`config.mk`:
```
export PLATFORM = sky130hd
export DESIGN_NAME = software_timer_scheduler_unit
export DESIGN_NICKNAME = d
export VERILOG_FILES = /design/src/stsu_pkg.sv /design/src/stsu_ram.sv /design/src/stsu_datapath.sv /design/src/stsu_ctrl.sv /design/src/software_timer_scheduler_unit.sv
export SDC_FILE = /design/constraint.sdc
export NUM_CORES = 2
export LEC_CHECK = 0
export ABC_CLOCK_PERIOD_IN_PS = 14300
export BUFFER_PORTS_ARGS = -buffer_cell sky130_fd_sc_hd__buf_4
export CAP_MARGIN = 10
export CORE_MARGIN = 2
export CORE_UTILIZATION = 30
export DETAILED_ROUTE_END_ITERATION = 6
export PLACE_DENSITY_LB_ADDON = 0.3
export SLEW_MARGIN = 25
export SYNTH_ARGS = -nofsm -noshare
export SYNTH_HDL_FRONTEND = slang
export SYNTH_HIERARCHICAL = 1
export SYNTH_SLANG_ARGS = --single-unit
export TNS_END_PERCENT = 20
```
`constraint.sdc`:
```
create_clock -name i_clk -period 14.3 [get_ports i_clk]
set_input_delay 1.43 -clock i_clk [delete_from_list [all_inputs] [get_ports i_clk]]
set_output_delay 1.43 -clock i_clk [all_outputs]
set_load 0.03 [all_outputs]
```
`src/stsu_pkg.sv`:
```
// Shared types and constants for the software timer scheduler.
// Holds the request/result words and the controller-datapath command and status structs.
// No dependencies.
package stsu_pkg;

    localparam int TIMER_SLOTS_DEF = 16;

    typedef enum logic [1:0] {
        REQ_PERIODIC = 2'd0,
        REQ_ONESHOT  = 2'd1,
        REQ_CANCEL   = 2'd2,
        REQ_PROCESS  = 2'd3
    } t_req;

    typedef enum logic [2:0] {
        ST_STARTED = 3'd0,
        ST_FULL    = 3'd1,
        ST_BADINT  = 3'd2,
        ST_FIRED   = 3'd3,
        ST_ACK     = 3'd4
    } t_status;

    typedef enum logic [2:0] {
        EM_BADINT,
        EM_FULL,
        EM_START,
        EM_CANCEL,
        EM_FIRE_ONE,
        EM_FIRE_PER,
        EM_WAIT
    } t_emit;

    typedef struct packed {
        logic [1:0]  req_type;
        logic [31:0] now_ms;
        logic [31:0] interval_ms;
        logic [3:0]  timer_id;
    } t_req_word;

    typedef struct packed {
        logic [2:0]  status;
        logic [3:0]  slot_id;
        logic [15:0] missed_periods;
        logic [31:0] delay_ms;
        logic        last;
    } t_res_word;

    typedef struct packed {
        logic  latch;
        logic  scan_clr;
        logic  scan_run;
        logic  alloc;
        logic  cancel;
        logic  free_best;
        logic  adv_add;
        logic  adv_sub;
        logic  div_step;
        logic  mul;
        logic  commit;
        logic  emit;
        t_emit emit_kind;
    } t_cmd;

    typedef struct packed {
        t_req req;
        logic bad_interval;
        logic full;
        logic scan_done;
        logic found;
        logic best_cancel;
        logic best_periodic;
        logic div_done;
    } t_stat;

endpackage

```
`src/stsu_ram.sv`:
```
// Generic simple dual-port RAM with registered read.
// One write port, one read port. No dependencies.
module stsu_ram #(
    parameter int WIDTH = 32,
    parameter int DEPTH = 16
) (
    input  logic                     i_clk,
    input  logic                     i_we,
    input  logic [$clog2(DEPTH)-1:0] i_waddr,
    input  logic [WIDTH-1:0]         i_wdata,
    input  logic                     i_re,
    input  logic [$clog2(DEPTH)-1:0] i_raddr,
    output logic [WIDTH-1:0]         o_rdata
);

    logic [WIDTH-1:0] r_mem [DEPTH];
    logic [WIDTH-1:0] r_rdata;

    always_ff @(posedge i_clk) begin
        if (i_we) begin
            r_mem[i_waddr] <= i_wdata;
        end
        if (i_re) begin
            r_rdata <= r_mem[i_raddr];
        end
    end

    assign o_rdata = r_rdata;

endmodule

```
`src/stsu_datapath.sv`:
```
// Datapath of the timer scheduler: slot flags, slot RAM, scan pipeline,
// period catch-up divider and multiplier, result register.
// Depends on stsu_pkg and stsu_ram.
module stsu_datapath import stsu_pkg::*; #(
    parameter int TIMER_SLOTS = TIMER_SLOTS_DEF
) (
    input  logic      i_clk,
    input  logic      i_rst_n,
    input  t_req_word i_req,
    input  t_cmd      i_cmd,
    output t_stat     o_stat,
    output logic      o_strobe,
    output t_res_word o_res
);

    localparam int IW = $clog2(TIMER_SLOTS);
    localparam int CW = IW + 1;
    localparam logic [CW-1:0] SCAN_END = CW'(TIMER_SLOTS);

    // request latch
    t_req_word r_in;

    // slot flags and insertion counter
    logic [TIMER_SLOTS-1:0] r_valid, r_periodic, r_cancel;
    logic [31:0]            r_cnt;

    // free slot search
    logic          w_free_found;
    logic [IW-1:0] w_free_idx;

    // cancel target
    logic [31:0]   w_tid32;
    logic          w_tid_ok;
    logic [IW-1:0] w_tid_idx;

    // slot RAM: {seq, interval, start}
    logic          w_we;
    logic [IW-1:0] w_waddr;
    logic [95:0]   w_wdata;
    logic          w_re;
    logic [95:0]   w_rdata;

    // scan pipeline
    logic [CW-1:0] r_addr;
    logic          r_rd_v;
    logic [IW-1:0] r_rd_idx;
    logic          r_a_v;
    logic          r_a_live;
    logic [IW-1:0] r_a_idx;
    logic [31:0]   r_a_diff, r_a_ivl, r_a_age, r_a_start;
    logic          w_due;
    logic [31:0]   w_over, w_tt;
    logic          w_better;

    // best candidate and minimum delay
    logic          r_found;
    logic [IW-1:0] r_best_idx;
    logic [31:0]   r_best_over, r_best_age, r_best_start, r_best_ivl;
    logic [31:0]   r_min;

    // period catch-up
    logic [31:0] r_st1, r_q, r_prod;
    logic [32:0] r_rem;
    logic [5:0]  r_div_cnt;
    logic [32:0] w_rem_sh;
    logic        w_sub_ok;
    logic [31:0] w_prod;
    logic [31:0] w_new_st;

    // result
    logic        r_strobe;
    t_res_word   r_res;
    t_res_word   n_res;
    logic [31:0] w_free32, w_best32;

    always_comb begin
        w_free_found = 1'b0;
        w_free_idx   = '0;
        for (int i = TIMER_SLOTS - 1; i >= 0; i--) begin
            if (!r_valid[i]) begin
                w_free_found = 1'b1;
                w_free_idx   = IW'(i);
            end
        end
    end

    assign w_tid32   = 32'(r_in.timer_id);
    assign w_tid_ok  = w_tid32 < 32'(TIMER_SLOTS);
    assign w_tid_idx = w_tid32[IW-1:0];

    assign w_new_st = r_st1 + r_prod;
    assign w_we     = i_cmd.alloc || i_cmd.commit;
    assign w_waddr  = i_cmd.alloc ? w_free_idx : r_best_idx;
    assign w_wdata  = i_cmd.alloc ? {r_cnt, r_in.interval_ms, r_in.now_ms}
                                  : {r_cnt, r_best_ivl, w_new_st};
    assign w_re     = i_cmd.scan_run && (r_addr != SCAN_END);

    stsu_ram #(
        .WIDTH (96),
        .DEPTH (TIMER_SLOTS)
    ) u_ram (
        .i_clk   (i_clk),
        .i_we    (w_we),
        .i_waddr (w_waddr),
        .i_wdata (w_wdata),
        .i_re    (w_re),
        .i_raddr (r_addr[IW-1:0]),
        .o_rdata (w_rdata)
    );

    assign w_due  = r_a_diff >= r_a_ivl;
    assign w_over = r_a_diff - r_a_ivl;
    assign w_tt   = w_due ? 32'd0 : (r_a_ivl - r_a_diff);
    assign w_better = r_a_live && w_due &&
                      (!r_found || (w_over > r_best_over) ||
                       ((w_over == r_best_over) && (r_a_age < r_best_age)));

    assign w_rem_sh = {r_rem[31:0], r_q[31]};
    assign w_sub_ok = w_rem_sh >= {1'b0, r_best_ivl};
    assign w_prod   = r_q * r_best_ivl;

    assign w_free32 = 32'(w_free_idx);
    assign w_best32 = 32'(r_best_idx);

    always_comb begin
        n_res = '0;
        case (i_cmd.emit_kind)
            EM_BADINT: begin
                n_res.status = ST_BADINT;
                n_res.last   = 1'b1;
            end
            EM_FULL: begin
                n_res.status = ST_FULL;
                n_res.last   = 1'b1;
            end
            EM_START: begin
                n_res.status  = ST_STARTED;
                n_res.slot_id = w_free32[3:0];
                n_res.last    = 1'b1;
            end
            EM_CANCEL: begin
                n_res.status  = ST_ACK;
                n_res.slot_id = r_in.timer_id;
                n_res.last    = 1'b1;
            end
            EM_FIRE_ONE: begin
                n_res.status  = ST_FIRED;
                n_res.slot_id = w_best32[3:0];
            end
            EM_FIRE_PER: begin
                n_res.status  = ST_FIRED;
                n_res.slot_id = w_best32[3:0];
                n_res.missed_periods = (r_q[31:16] != 16'd0) ? 16'hFFFF : r_q[15:0];
            end
            default: begin
                n_res.status   = ST_ACK;
                n_res.delay_ms = r_min;
                n_res.last     = 1'b1;
            end
        endcase
    end

    // control state
    always_ff @(posedge i_clk) begin
        if (!i_rst_n) begin
            r_valid    <= '0;
            r_periodic <= '0;
            r_cancel   <= '0;
            r_cnt      <= '0;
            r_addr     <= '0;
            r_rd_v     <= 1'b0;
            r_a_v      <= 1'b0;
            r_found    <= 1'b0;
            r_div_cnt  <= '0;
            r_strobe   <= 1'b0;
        end else begin
            r_strobe <= i_cmd.emit;
            if (i_cmd.alloc) begin
                r_valid[w_free_idx]    <= 1'b1;
                r_periodic[w_free_idx] <= (r_in.req_type == REQ_PERIODIC);
                r_cancel[w_free_idx]   <= 1'b0;
            end
            if (i_cmd.cancel && w_tid_ok && r_valid[w_tid_idx]) begin
                r_cancel[w_tid_idx] <= 1'b1;
            end
            if (i_cmd.free_best) begin
                r_valid[r_best_idx] <= 1'b0;
            end
            if (i_cmd.alloc || i_cmd.commit) begin
                r_cnt <= r_cnt + 32'd1;
            end
            if (i_cmd.scan_clr) begin
                r_addr  <= '0;
                r_rd_v  <= 1'b0;
                r_a_v   <= 1'b0;
                r_found <= 1'b0;
            end else begin
                r_rd_v <= w_re;
                r_a_v  <= r_rd_v;
                if (w_re) begin
                    r_addr <= r_addr + CW'(1);
                end
                if (r_a_v && w_better) begin
                    r_found <= 1'b1;
                end
            end
            if (i_cmd.adv_sub) begin
                r_div_cnt <= '0;
            end else if (i_cmd.div_step) begin
                r_div_cnt <= r_div_cnt + 6'd1;
            end
        end
    end

    // payload
    always_ff @(posedge i_clk) begin
        if (i_cmd.latch) begin
            r_in <= i_req;
        end
        r_rd_idx <= r_addr[IW-1:0];
        if (r_rd_v) begin
            r_a_live  <= r_valid[r_rd_idx];
            r_a_idx   <= r_rd_idx;
            r_a_start <= w_rdata[31:0];
            r_a_ivl   <= w_rdata[63:32];
            r_a_diff  <= r_in.now_ms - w_rdata[31:0];
            r_a_age   <= r_cnt - w_rdata[95:64];
        end
        if (i_cmd.scan_clr) begin
            r_min <= '1;
        end else if (r_a_v) begin
            if (w_better) begin
                r_best_idx   <= r_a_idx;
                r_best_over  <= w_over;
                r_best_age   <= r_a_age;
                r_best_start <= r_a_start;
                r_best_ivl   <= r_a_ivl;
            end
            if (r_a_live && (w_tt < r_min)) begin
                r_min <= w_tt;
            end
        end
        if (i_cmd.adv_add) begin
            r_st1 <= r_best_start + r_best_ivl;
        end
        // restoring divide of the overrun by the period
        if (i_cmd.adv_sub) begin
            r_q   <= r_in.now_ms - r_st1;
            r_rem <= '0;
        end else if (i_cmd.div_step) begin
            r_rem <= w_sub_ok ? (w_rem_sh - {1'b0, r_best_ivl}) : w_rem_sh;
            r_q   <= {r_q[30:0], w_sub_ok};
        end
        if (i_cmd.mul) begin
            r_prod <= w_prod;
        end
        if (i_cmd.emit) begin
            r_res <= n_res;
        end
    end

    always_comb begin
        o_stat.req           = t_req'(r_in.req_type);
        o_stat.bad_interval  = (r_in.req_type == REQ_PERIODIC) && (r_in.interval_ms == 32'd0);
        o_stat.full          = !w_free_found;
        o_stat.scan_done     = (r_addr == SCAN_END) && !r_rd_v && !r_a_v;
        o_stat.found         = r_found;
        o_stat.best_cancel   = r_cancel[r_best_idx];
        o_stat.best_periodic = r_periodic[r_best_idx];
        o_stat.div_done      = r_div_cnt == 6'd32;
    end

    assign o_strobe = r_strobe;
    assign o_res    = r_res;

endmodule

```
`src/stsu_ctrl.sv`:
```
// Controller state machine of the timer scheduler.
// Sequences requests, scan passes and periodic catch-up. Depends on stsu_pkg.
module stsu_ctrl import stsu_pkg::*; (
    input  logic  i_clk,
    input  logic  i_rst_n,
    input  logic  i_start,
    input  t_stat i_stat,
    output t_cmd  o_cmd,
    output logic  o_busy
);

    typedef enum logic [2:0] {
        S_IDLE,
        S_REQ,
        S_SCAN,
        S_PICK,
        S_SUB,
        S_DIV,
        S_COMMIT
    } t_state;

    t_state r_state, n_state;

    always_comb begin
        o_cmd   = '0;
        n_state = r_state;
        unique case (r_state)
            S_IDLE: begin
                if (i_start) begin
                    o_cmd.latch = 1'b1;
                    n_state     = S_REQ;
                end
            end
            S_REQ: begin
                case (i_stat.req)
                    REQ_CANCEL: begin
                        o_cmd.cancel    = 1'b1;
                        o_cmd.emit      = 1'b1;
                        o_cmd.emit_kind = EM_CANCEL;
                        n_state         = S_IDLE;
                    end
                    REQ_PROCESS: begin
                        o_cmd.scan_clr = 1'b1;
                        n_state        = S_SCAN;
                    end
                    default: begin
                        o_cmd.emit = 1'b1;
                        if (i_stat.bad_interval) begin
                            o_cmd.emit_kind = EM_BADINT;
                        end else if (i_stat.full) begin
                            o_cmd.emit_kind = EM_FULL;
                        end else begin
                            o_cmd.emit_kind = EM_START;
                            o_cmd.alloc     = 1'b1;
                        end
                        n_state = S_IDLE;
                    end
                endcase
            end
            S_SCAN: begin
                o_cmd.scan_run = 1'b1;
                if (i_stat.scan_done) begin
                    n_state = S_PICK;
                end
            end
            S_PICK: begin
                if (!i_stat.found) begin
                    o_cmd.emit      = 1'b1;
                    o_cmd.emit_kind = EM_WAIT;
                    n_state         = S_IDLE;
                end else if (i_stat.best_cancel) begin
                    // drop silently and rescan
                    o_cmd.free_best = 1'b1;
                    o_cmd.scan_clr  = 1'b1;
                    n_state         = S_SCAN;
                end else if (!i_stat.best_periodic) begin
                    o_cmd.free_best = 1'b1;
                    o_cmd.emit      = 1'b1;
                    o_cmd.emit_kind = EM_FIRE_ONE;
                    o_cmd.scan_clr  = 1'b1;
                    n_state         = S_SCAN;
                end else begin
                    o_cmd.adv_add = 1'b1;
                    n_state       = S_SUB;
                end
            end
            S_SUB: begin
                o_cmd.adv_sub = 1'b1;
                n_state       = S_DIV;
            end
            S_DIV: begin
                if (i_stat.div_done) begin
                    o_cmd.mul = 1'b1;
                    n_state   = S_COMMIT;
                end else begin
                    o_cmd.div_step = 1'b1;
                end
            end
            S_COMMIT: begin
                o_cmd.commit    = 1'b1;
                o_cmd.emit      = 1'b1;
                o_cmd.emit_kind = EM_FIRE_PER;
                o_cmd.scan_clr  = 1'b1;
                n_state         = S_SCAN;
            end
            default: begin
                n_state = S_IDLE;
            end
        endcase
    end

    always_ff @(posedge i_clk) begin
        if (!i_rst_n) begin
            r_state <= S_IDLE;
        end else begin
            r_state <= n_state;
        end
    end

    assign o_busy = r_state != S_IDLE;

endmodule

```
`src/software_timer_scheduler_unit.sv`:
```
// Timer scheduler top level: start, cancel and process requests over TIMER_SLOTS slots.
// Start and cancel: one registered result once the request is decoded; the next request may follow.
// Process: each scan pass reads the slot RAM one slot per cycle through the RAM read port;
// a periodic fire adds a bit-serial divide before the slot is rewritten.
// Results are registered and shown for one cycle on o_strobe; the receiver cannot stall.
// Synchronous active-low reset empties all slots and clears the insertion counter.
module software_timer_scheduler_unit import stsu_pkg::*; #(
    parameter int TIMER_SLOTS = TIMER_SLOTS_DEF
) (
    input  logic      i_clk,
    input  logic      i_rst_n,
    input  logic      start,
    output logic      busy,
    input  t_req_word i_req,
    output logic      o_strobe,
    output t_res_word o_res
);

    t_cmd  w_cmd;
    t_stat w_stat;

    stsu_ctrl u_ctrl (
        .i_clk   (i_clk),
        .i_rst_n (i_rst_n),
        .i_start (start),
        .i_stat  (w_stat),
        .o_cmd   (w_cmd),
        .o_busy  (busy)
    );

    stsu_datapath #(
        .TIMER_SLOTS (TIMER_SLOTS)
    ) u_datapath (
        .i_clk    (i_clk),
        .i_rst_n  (i_rst_n),
        .i_req    (i_req),
        .i_cmd    (w_cmd),
        .o_stat   (w_stat),
        .o_strobe (o_strobe),
        .o_res    (o_res)
    );

endmodule

```
==> impl_metrics.json <==
{
  "stdcell_count": 13568,
  "cpLargestDelayFamily": "adder cells",
  "clk_pin_slew_ns": 0.06,
  "syn_avg_cell_area_um2": 14.3,
  "layout_setup_ws_ns": 6.27,
  "status": "finished, violations left",
  "synth_cells": 8101,
  "antenna_left": 0,
  "worstSetupStartpointType": "flip-flop",
  "synth.distinct_cells": 106,
  "cts_root_buf": "clkbuf_16",
  "grt_usage": 0.171,
  "ys_ff_latch": 2285,
  "cts_setup_buffers": 0,
  "ys_warn_count": 6,
  "place_ws_ns": 6.22,
  "cts_buffers": 264,
  "post-route-period-util": 0.561,
  "hold_path.class": "reg2reg",
  "post-synth-top-count-cell": "edfxtp_1",
  "leakagePower_nw": 47.1,
  "nNetsFinal": 9264,
  "use_met2": 0.292,
  "dpl_cell_area_um2": 123000,
  "critPathMaxStageDelay_ns": 0.87,
  "grt_pass1_wl_um": 495000,
  "post-route-drc-count": 1,
  "drt_wl_total_um": 341000,
  "gp_congestion": 0.914,
  "maxCapViolCount": 0,
  "synth.cell_area_um2": 116000,
  "worstPathRequired_ns": 14.91,
  "clk_latency_ns": 0.91,
  "die_y_um": 625,
  "seq_area_frac_synth": 0.579,
  "reg2reg_from": "u_datapath/r_q[3]",
  "grt_use_met3": 0.0204,
  "io_buffers": 130,
  "setup_viol": 0,
  "syn_nets": 9063,
  "slowest_stage": "inv_1",
  "drt_iter0_markers": 6219,
  "synth-edff-count": 2119,
  "die_w_um": 625,
  "grt_overflow": 0,
  "cts_sinks": 2285,
  "yosys.area.top_type": "edfxtp_1",
  "start_util": 0.301,
  "crit_type": "reg2reg",
  "dp_hpwl_um": 225000,
  "tightestPinTransition_ns": 1.09,
  "clockBufferDepth": 4,
  "fmax_mhz": 125,
  "drive_gt1_frac": 0.140,
  "hold_buffers": 0,
  "rsz0062_at_grt": "no",
  "cp-end-kind": "flip-flop",
  "tritoncts": "built",
  "finalMaxSlewViolations": 0,
  "critical_path_buf_inv_count": 7,
  "setup_tns_ns": 0,
  "finalPower_mw": 14.5,
  "crit_top_cell": "fa_1",
  "grt_pass1_vias": 71175,
  "areaGrowthSynthToFinish_pct": 13.5,
  "antenna_found_initial": 11,
  "cts-resized-gates": 0,
  "min_from": "u_datapath/r_a_age[17]",
  "post-route-min-period_ns": 8.03,
  "dp.cells": 13092,
  "fin_worst_skew_ns": 0.0833,
  "vdd_drop_max_mv": 0.105,
  "gr-max-usage-layer": "met2",
  "yosys_most_used_dff": "edfxtp_1",
  "num_rows": 228,
  "fin_area_um2": 131000,
  "violations": "DRC",
  "power.density_nw_per_um2": 110,
  "yosysTopAreaCellShare": 0.550,
  "crit_start": "u_datapath/r_q[3]",
  "hold_viol_final": 0,
  "grt_max_degree": 119,
  "cp_max_fo": 21,
  "arrival_ns": 8.64,
  "use_met1": 0.222,
  "routedWlPerCell_um": 25.1,
  "htreeDepth": 5,
  "synth_common_cells": "edfxtp_1 (2119), inv_1 (786), nand2_1 (578)",
  "vias": 68667,
  "ys_top_cells_by_area": "edfxtp_1 (55%), mux4_2 (7.9%), fa_1 (7.2%)",
  "io_pins": 131,
  "die-area_um2": 391000,
  "slew_headroom": 0.271,
  "synth-async-reset-ratio": 0,
  "coreArea_um2": 385000,
  "first_pass_iters": 7,
  "viasPerCell": 5.06
}
## power breakdown
part | switching [mW] | leakage (nW) | total [mW] | internal, mW
Combinational | 0.294 | 22.5 | 0.474 | 0.180
Clock | 2.78 | 4.09 | 6.65 | 3.87
Sequential | 0.0613 | 20.6 | 7.37 | 7.31
## registers in the layout, summed over array words and instances (netlist names), 56 cells and up
name                      flops
u_datapath/u_ram/r_mem     1536
u_datapath/u_ram/o_rdata     96
u_datapath/r_in              64
u_datapath/o_res             56
## worst paths after layout
path                                    end  slack [ns]  cells after the start
hold / removal    u_datapath/r_best_age[17]        0.40                      0
setup reg to reg      u_datapath/r_prod[31]        6.27                     25
setup / recovery      u_datapath/r_prod[31]        6.27                     25
hold reg to reg   u_datapath/r_best_age[17]        0.40                      0
## layer usage
metal / vias up / share of wire
li1: 30269 / -
met1: 35914 / 0.42
met2: 1969 / 0.49
met3: 511 / 0.050
met4: 4 / 0.042
met5: - / 0.00011
## area by class of cell
cell class / instances / area, um2
Antenna cell: 6 / 15.0
Clock buffer: 343 / 7130
Clock inverter: 123 / 1300
Fill cell: 36873 / 253000
Inverter: 788 / 2970
Multi-Input combinational cell: 4683 / 44300
Sequential cell: 2285 / 67000
Tap cell: 5060 / 6330
Timing Repair Buffer: 280 / 2330
## per-stage QoR
stage | hold WS [ns] | util
floorplan | 0.377 | -
global placement | 0.400 | 0.319
finish | 0.404 | 0.341
detailed placement | 0.405 | 0.319
global route | 0.410 | 0.341
CTS | 0.404 | 0.341
## layout by cell type, fill, tap and decap left out, drive strengths merged, types with 50 or more instances in the layout
master  Yosys  final
fa        416    416
a21o      134    134
ha        473    473
nand3     107    107
nor2b      62     62
mux4      404    404
clkbuf    225    343
o21a       53     53
buf       119    280
nand4      50     50
nor3       78     78
and3       61     61
xor2       87     87
inv       787    799
dfxtp     166    166
clkinv      1     87
xnor2     242    242
and2      329    329
a21oi     265    265
edfxtp   2119   2119
nand2     579    579
o21ai     253    253
a22oi     194    194
a211oi     61     61
nor2      316    316
## cells by family (layout without fill, tap and decap cells)
logic type,Yosys count,count (layout),share of synthesized area
buffers and inverters,1133,1534,0.0411
AOI/OAI and AO/OA,1266,1266,0.0736
adders and majority gates,889,889,0.123
other,0,6,0
xor gates and xnor gates,329,329,0.0249
and+or+nand+nor,1725,1725,0.0734
DFF,2285,2285,0.579
muxes,474,474,0.0850
Note: power is estimated with default switching activity, not from simulation.
